File: src/rtl/core/grsi_ram.sv
`timescale 1ns / 1ps
module grsi_ram #(
	parameter int WIDTH = 8,
	parameter int DEPTH = 64
) (
	input  logic                     clk,
	input  logic                     we,
	input  logic [$clog2(DEPTH)-1:0] waddr,
	input  logic [WIDTH-1:0]         wdata,
	input  logic [$clog2(DEPTH)-1:0] raddr,
	output logic [WIDTH-1:0]         rdata
);
	logic [WIDTH-1:0] mem [DEPTH];

	always_ff @(posedge clk) begin
		if (we) mem[waddr] <= wdata;
		rdata <= mem[raddr];
	end
endmodule

File: config.mk
export PLATFORM = sky130hd
export DESIGN_NAME = grsi_ram
export DESIGN_NICKNAME = d
export VERILOG_FILES = /design/src/rtl/core/grsi_ram.sv
export SDC_FILE = /design/constraint.sdc
export NUM_CORES = 1
export LEC_CHECK = 0
export BUFFER_PORTS_ARGS = -buffer_cell sky130_fd_sc_hd__buf_4
export CAP_MARGIN = 5
export CORE_ASPECT_RATIO = 0.9
export CORE_MARGIN = 3
export CORE_UTILIZATION = 65
export DETAILED_ROUTE_END_ITERATION = 16
export GPL_TIMING_DRIVEN = 0
export HOLD_SLACK_MARGIN = 0.15
export PLACE_DENSITY = 0.84
export REMOVE_ABC_BUFFERS = 1
export SYNTH_ARGS = -nofsm -noshare
export SYNTH_HDL_FRONTEND = slang
export SYNTH_SLANG_ARGS = --single-unit
File: constraint.sdc
create_clock -name clk -period 4.78 [get_ports clk]
set_input_delay 0.478 -clock clk [delete_from_list [all_inputs] [get_ports clk]]
set_output_delay 0.478 -clock clk [all_outputs]
set_load 0.02 [all_outputs]
==> metrics.md <==
| Metric | Value |
|---|---|
| Seq cells post-synth | between 500 and 600 |
| Vias in the first global route | about 9900 |
| Tmin final | roughly 2800 ps |
| Most frequent cells in the layout | edfxtp_1, mux4_2, nor2_1, clkbuf_16, buf_4 |
| Remaining Overflow, GRT | 0 |
| Routed WL | around 43000 um |
| 1st-iter DRT viols | 1329 |
| Tcrit/Tclk final | 58.6% |
| Cells after Synth | 940 |
| Tot Pwr | approximately 9.4 mW |
| Post-route insts no fill | 1413 |
| Flop2flop setup slack | ~2700 ps |
| Initial antenna violation count | 0 |
| Power density over the cells | 421 mW/mm2 |
| CTS tree | yes |
| Warnings, synthesis | 0 |
| CP Class | in2reg |
| CTS Buffer Depth | 3 |
| Count of cell types in the netlist | 40 |
| Worst-path maximum fanout | 80 |
| Fillers | 1606 |
| Root buffer cell | clkbuf_16 |
| Width of the die | 192 um |
| Synth Cell Area | 0.0202 mm2 |
| WP data arrival | around 3200 ps |
| Unrepaired setup endpoints after global routing | no |
| Worst-path clk slew | 60 ps |
| Ys async rst share | 0% |
| DP HPWL | 23600 um |
| Drt wl/cell | approximately 30 um |
| Dpl cells | 1323 |
| Total vias in the final route | approximately 9800 |
| Multi-input logic area | ~0.0043 mm2 |
| DRC | 0 |
| Slew margin rel. | 22.4% |
| Reg2reg end | rdata[2] |
| # IOs | 30 |
| Hold Path Origin | raddr[5] |
| Startpoint Class | input pin |
| WHS Endpoint | rdata[6] |
| # hold bufs at CTS | 0 |
| Sequential Area | 0.0155 mm2 |
| Leak | between 6 and 7 nW |
| Largest net degree at the start of global routing | 81 |
| Final Max Tran Viols | 0 |
| Final setup fails | 0 |
| ANT cells | 0 |
| GPL Wtd Cong | 0.879 |
| CP Cell Sequence | buf_8 > buf_16 > mux4_2 > mux2_2 > o221a_2 > nor3_1 > o32ai_1 |
| Antenna viol nets, final | 0 |
| Hold Path Class | in2reg |
| Number of synthesized flops with an enable pin | about 510 |
| Core Area | 0.0303 mm2 |
| Final hold vios | 0 |
| H-Tree Depth | 2 |
| Critical path required time | roughly 5200 ps |
| Setup tns final | 0 ps |
| Chip Height | 173 um |
| Cts repair resizes | 0 |
| Crit. End Element | flop |
| Detailed Routing Iterations Pass 1 | 6 |
| Mean Syn Cell Area | roughly 21 um2 |
| First-pass GRT wire length | between 60000 and 70000 um |
| Reg-to-reg startpoint | mem[45][2] |
| CTS buffer count | 48 |
| Main flop type after synthesis | edfxtp_1 |
| Crit path largest cell delay | roughly 600 ps |
| Port-buffer cells | 29 |
| Clock insertion delay at the later pin of the skew report | 560 ps |
| Max Clk Rate | 357 MHz |
| Sequential fraction of the synthesis area | 77.0% |
| All-Layer GR Usage | 26.4% |
| Vias per Instance | about 6.9 |
| Commonest non-fill, non-tap cell in the layout | edfxtp_1 |
| End-of-flow core utilization | 73.5% |
| VDD IR max | 328 uV |
| Initial Util | between 60 and 70% |
| Pre-CTS setup slack | between 1000 and 1500 ps |
| Layout cells sized above 1 | 23.9% |
| Max-Cap Viols | 0 |
| Synth-to-layout area growth | 10.3% |
| Hold path depth | 2 |
| Total die area | 0.0332 mm2 |
| Status | finished, final reports clean |
| R2R depth | 4 |
| Worst Clk Skew | 18.4 ps |
| Slowest-stage cell, CP | mux4_2 |
| Final #Nets | 993 |
| Worst Tran Pin Value | ~1200 ps |
| Final worst-path setup slack | 1980 ps |
| CTS Sinks | 520 |
| Rows | 60 |
| Setup Fix Bufs, Post-CTS | 0 |
stage by stage:
stage	instance area [um2]	hold slack, ps
finish	22200	333
global route	22200	322
CTS	22200	322
detailed placement	20600	826
global placement	20600	820
floorplan	19900	577
cells by family after synthesis:
logic type,count (synthesis),synth area share [%]
AO/OA/AOI/OAI,54,2.07
multiplexers,162,15.9
AND/OR/NAND/NOR,153,3.39
flip-flops,520,77.0
buffers and inverters,51,1.57
report_power, final:
part / leakage, nW / switching, mW / internal (mW) / total [mW]
Combinational: 1.45 / 0.299 / 0.175 / 0.474
Clock: 0.770 / 1.59 / 2.25 / 3.84
Sequential: 4.67 / 0.0105 / 5.05 / 5.06
Total: 6.89 / 1.89 / 7.47 / 9.37
worst max-delay path: cells and delay by family:
kind | cells | cell delay [ps]
buffers and inverters | 2 | 930
AOI/OAI and AO/OA | 2 | 470
muxes | 2 | 900
and+or+nand+nor | 1 | 310
synthesized netlist by cell type (11+ instances only):
cell	count	area (um2)
mux2_2	13	146
buf_2	11	55.1
buf_4	13	97.6
nand2_1	19	71.3
nor2_1	83	312
nor2b_1	14	87.6
mux2i_1	23	230
nand3_1	13	65.1
edfxtp_1	512	15400
clkbuf_1	17	63.8
mux4_2	126	2840
metal layers:
| layer | routed length, um | global-route usage [%] |
|---|---|---|
| met3 | 4480 | 4.74 |
| met4 | 1620 | 9.51 |
| met2 | 20400 | 39.5 |
| met1 | 16300 | 40.3 |
| met5 | 0 | 0 |
sequential cells by signal (all words and copies together), names as in the netlist:
name / count
mem: 512
rdata: 8
worst max path at each step:
stage	from	cells after the start	slack (ps)	endpoint
6_report	raddr[0]	7	1980	rdata[6]
5_1_grt	raddr[0]	7	1820	rdata[6]
4_1_cts	raddr[0]	7	1920	rdata[6]
3_5_place_dp	raddr[0]	7	1340	rdata[4]
3_3_place_gp	raddr[0]	5	410	rdata[4]
2_1_floorplan	raddr[0]	5	2940	rdata[4]
final cells by class:
cell class	count	area share [%]
clock buffers	68	6.11
clock inverters	21	1.08
multi-input cells	369	19.4
flip-flops and latches	520	69.8
well taps	403	2.27
repair buffers	32	1.29
Power figures use the tool's default switching activity.
