## src/rtl/core/grsi_divider.sv

```systemverilog
`timescale 1ns / 1ps
module grsi_divider (
	input  logic        clk,
	input  logic        arst_n,
	input  logic        start,
	input  logic [63:0] dividend,
	input  logic [63:0] divisor,
	output logic        done,
	output logic [63:0] quotient
);
	logic [6:0]  cnt_q;
	logic        busy_q;
	logic [63:0] rem_q;
	logic [63:0] quo_q;
	logic [63:0] div_q;
	logic [64:0] trial;

	assign trial = {rem_q, quo_q[63]} - {1'b0, div_q};

	// Restoring division, one quotient bit per cycle.
	always_ff @(posedge clk or negedge arst_n) begin
		if (!arst_n) begin
			busy_q <= 1'b0;
			cnt_q  <= '0;
			done   <= 1'b0;
		end else begin
			done <= 1'b0;
			if (start) begin
				busy_q <= 1'b1;
				cnt_q  <= 7'd0;
			end else if (busy_q) begin
				cnt_q <= cnt_q + 7'd1;
				if (cnt_q == 7'd63) begin
					busy_q <= 1'b0;
					done   <= 1'b1;
				end
			end
		end
	end

	always_ff @(posedge clk) begin
		if (start) begin
			rem_q <= '0;
			quo_q <= dividend;
			div_q <= divisor;
		end else if (busy_q) begin
			if (!trial[64]) begin
				rem_q <= trial[63:0];
				quo_q <= {quo_q[62:0], 1'b1};
			end else begin
				rem_q <= {rem_q[62:0], quo_q[63]};
				quo_q <= {quo_q[62:0], 1'b0};
			end
		end
	end

	assign quotient = quo_q;
endmodule

```

## config.mk

```make
export PLATFORM = sky130hd
export DESIGN_NAME = grsi_divider
export DESIGN_NICKNAME = d
export VERILOG_FILES = /design/src/rtl/core/grsi_divider.sv
export SDC_FILE = /design/constraint.sdc
export NUM_CORES = 1
export LEC_CHECK = 0
export ABC_CLOCK_PERIOD_IN_PS = 3500
export BUFFER_PORTS_ARGS = -buffer_cell sky130_fd_sc_hd__buf_2
export CAP_MARGIN = 20
export CORE_ASPECT_RATIO = 0.6
export CORE_MARGIN = 5
export CORE_UTILIZATION = 57
export CTS_CLUSTER_SIZE = 28
export DETAILED_ROUTE_END_ITERATION = 6
export GPL_ROUTABILITY_DRIVEN = 0
export HOLD_SLACK_MARGIN = 0.03
export PLACE_DENSITY = 0.86
export SYNTH_ARGS = -nofsm -noshare
export SYNTH_HDL_FRONTEND = slang
export SYNTH_SLANG_ARGS = --single-unit
export TNS_END_PERCENT = 100
```

## constraint.sdc

```tcl
create_clock -name clk -period 3.5 [get_ports clk]
set_input_delay 0.175 -clock clk [delete_from_list [all_inputs] [get_ports clk]]
set_output_delay 0.175 -clock clk [all_outputs]
set_load 0.05 [all_outputs]
```

==> results by group <==
Layout
  – Nets: around 1700
  – Fin cells: 1818
  – Area grow syn2layout: 29.03%
  – Post-route cell area: approximately 15000 µm²
  – Ratio of cells with drive above 1 in the final layout: about 23%

Setup path
  – Setup slack, reg-to-reg: slightly below 40 ps
  – Worst Path Max Fanout: 3
  – Reg2Reg Launch Point: div_q[1]$_DFFE_PP_
  – Slowest stage delay, CP: roughly 420 ps
  – CP Class: flip-flop to flip-flop
  – Crit-path cells: inv_1 -> ha_1 -> nor2b_2 -> o2111ai_2 -> a211oi_2 -> o211ai_1 -> a211oi_2 -> a31oi_2 -> o31a_1 -> nor3_2 -> a2111oi_4 -> or3_1
  – CP startpoint kind: flip-flop
  – R2r endpoint: rem_q[61]$_SDFFE_PP0P_
  – CP required: between 3000 and 4000 ps
  – CP dominant cell by count: a211oi_2
  – CP Data Arrival Time: roughly 3900 ps
  – Worst Setup End Kind: flip-flop
  – Slowest-stage cell, CP: edfxtp_1
  – R2R cell count: 12

STA
  – Final Skew: 18.37 ps
  – Rel. slew slack: a little over 40%
  – Final hold vios: 0
  – Slew @ Worst Pin: ~880 ps
  – Endpoints failing setup: 0
  – Fmax: 288.9 MHz
  – Crit share post-route: 98.88%
  – Count of pins over their slew limit: 0
  – Fin crit period: 3461 ps
  – Final setup margin: around 39 ps

Synthesis
  – Post-synthesis net count: roughly 1400
  – Top post-synthesis cells by count: nand2_1, edfxtp_1, nor2_1
  – Synth async-reset ratio: approximately 4.5%
  – Cell taking the most area after synthesis: edfxtp_1
  – Cells after Synth: 1211
  – Mapped Avg Cell Area: 9.702 µm²
  – Synth top area share: 32.72%
  – Number of synthesis warnings: 0
  – Post-synthesis register bit count: ~200
  – Predominant post-synthesis flop cell: edfxtp_1
  – Number of enable flip-flop cells after synthesis: around 130
  – Area contributors post-synth: edfxtp_1, dfxtp_1, ha_1, mux2_2, nand2_1
  – Most instantiated library cell after synthesis: nand2_1
  – Post-synthesis cell type count: 73
  – Post-Syn Area: 11750 µm²
  – Post-synthesis sequential area ratio: a little under half

Floorplanning
  – Starting Density: between 50% and 60%
  – Die X-Extent: approximately 200 µm
  – FP Rows: 40
  – Num ports: 196
  – Die Ht: 121.2 µm
  – CORE AREA: 20120 µm²
  – Die ar.: roughly 24000 µm²

Clock tree
  – Clk_lat worst skew: roughly 520 ps
  – CTS Buf Count: 20
  – Clock-pin slew on the worst setup and hold paths: around 80 ps
  – CTS tree: done
  – Root Driver: clkbuf_16
  – H-Tree Depth: 1
  – Clk buf depth: 3
  – Sink Count: between 200 and 250

Pwr
  – VDD IR max: 0.3884 mV
  – PD cells: roughly 400 nW/µm²
  – Total power: between 6 and 7 mW
  – Static leakage: roughly 6.5 nW

Detailed routing
  – Routed Antenna Nets: 0
  – DR DRC count: 0
  – Detailed Route Iter0 Violations: 1280
  – WL/cell: 18.93 µm
  – First drt pass iteration count: 5
  – Final wirelength: ~34000 µm
  – DR vias/cell: 5.934
  – Via count: between 10000 and 15000

Global route
  – Total gr overflow: 0
  – Initial antenna violation count: 1
  – First-pass GRT wire length: 53540 µm
  – Gr usage total: 27.51%
  – Largest net degree at the start of global routing: 83
  – Vias in the first global route: about 10000

Run
  – Number of max-cap violations: 0

Placed design
  – Placed standard-cell area: roughly 13000 µm²
  – Placed wire-length estimate: between 20000 and 25000 µm
  – Placed Cells: about 1600
  – Place WS: -198.4 ps
  – PortBufs: just under 200

Min path
  – Worst min-delay path category: primary input to asynchronous set/reset pin

Outcome
  – Status: complete, no violations
==> registers in the layout, indices dropped and copies added, names as in the netlist <==
signal	cells
div_q	64
quotient	64
cnt_q	7
done	1
rem_q	64
busy_q	1
==> layout make-up <==
cell class              count  area (µm²)
well taps                 273       341.6
clock inverters            10       102.6
clock buffers              26       544.3
inverters                  82       307.8
multi-input cells         868        5946
repair buffers            355        2556
fillers                  1403        4960
flip-flops and latches    201        5354
diodes                      3       7.507
==> worst max path at each step <==
stage / from / end / slack [ps] / cells past startpoint
2_1_floorplan: quotient[63]$_DFFE_PP_ / rem_q[5]$_SDFFE_PP0P_ / 4 / 13
3_3_place_gp: div_q[1]$_DFFE_PP_ / rem_q[61]$_SDFFE_PP0P_ / -150 / 12
3_5_place_dp: div_q[1]$_DFFE_PP_ / rem_q[61]$_SDFFE_PP0P_ / -200 / 12
4_1_cts: quotient[63]$_DFFE_PP_ / rem_q[44]$_SDFFE_PP0P_ / 3 / 14
5_1_grt: div_q[1]$_DFFE_PP_ / rem_q[61]$_SDFFE_PP0P_ / -80 / 12
6_report: div_q[1]$_DFFE_PP_ / rem_q[61]$_SDFFE_PP0P_ / 40 / 12
==> power breakdown <==
part	switching, mW	leakage, nW	internal, mW
registers	0.0751	1.94	2.69
clock network	0.936	0.308	1.25
logic	0.676	4.30	0.403
==> placed cells by master (no fill, tap or decap), drive strengths merged, types with 8 or more instances in the layout <==
master | synthesis | routed
buf | 10 | 226
dfrtp | 9 | 9
mux2 | 63 | 63
o211ai | 11 | 11
inv | 82 | 82
or3 | 9 | 9
xor2 | 25 | 25
dlygate4sd3 | 0 | 129
a21o | 28 | 28
a211oi | 14 | 14
ha | 65 | 65
clkbuf | 50 | 26
dfxtp | 64 | 64
a31oi | 8 | 8
o21ai | 56 | 56
a21oi | 94 | 94
nand4 | 19 | 19
nand2 | 152 | 152
o21bai | 15 | 15
edfxtp | 128 | 128
xnor2 | 34 | 34
nand2b | 17 | 17
a311oi | 41 | 41
nand3 | 15 | 15
nor3 | 15 | 15
nor2 | 100 | 100
==> timing repair <==
item	in CTS	in global routing
endpoints found under the hold margin	137	0
endpoints found under the setup margin	11	58
resized for setup	3	17
pin swaps	2	13
hold buffers	129	0
setup buffers	3	3
==> critical path: cells and delay by family (launching register included) <==
kind / cells / cell delay [ps]
compound gates: 7 / 1780
fa+ha+maj: 1 / 270
buf+inv: 1 / 60
flops: 1 / 420
simple gates: 3 / 810
==> cells by family (layout without fill, tap and decap cells) <==
family                     after synthesis  after routing  synth area share (%)
and+or+nand+nor                        357            357                 13.65
AOI/OAI and AO/OA                      320            320                 18.31
DFF                                    201            201                 45.54
buffers and inverters                  142            473                 4.718
adders and majority gates               66             66                 7.093
muxes                                   66             66                 6.294
xor gates and xnor gates                59             59                 4.398
other                                    0              3                     0
==> metal layers <==
layer | track usage (%) | vias to the layer above | part of all wire [%]
li1 | - | 5048 | -
met2 | 43.76 | 566 | 46
met1 | 37.32 | 5063 | 42
met5 | 0 | - | 0
met3 | 5.799 | 111 | 8.4
met4 | 10.24 | 0 | 3.8
==> through the flow <==
stage,utilization [%],TNS (ps),hold slack (ps)
floorplan,-,0,-120.6
global placement,64.91,-149.7,34.80
detailed placement,64.91,-318.0,32.03
CTS,74.70,0,31.33
global route,75.32,-134.3,48.68
finish,75.35,0,44.11
Power figures use the tool's default switching activity.
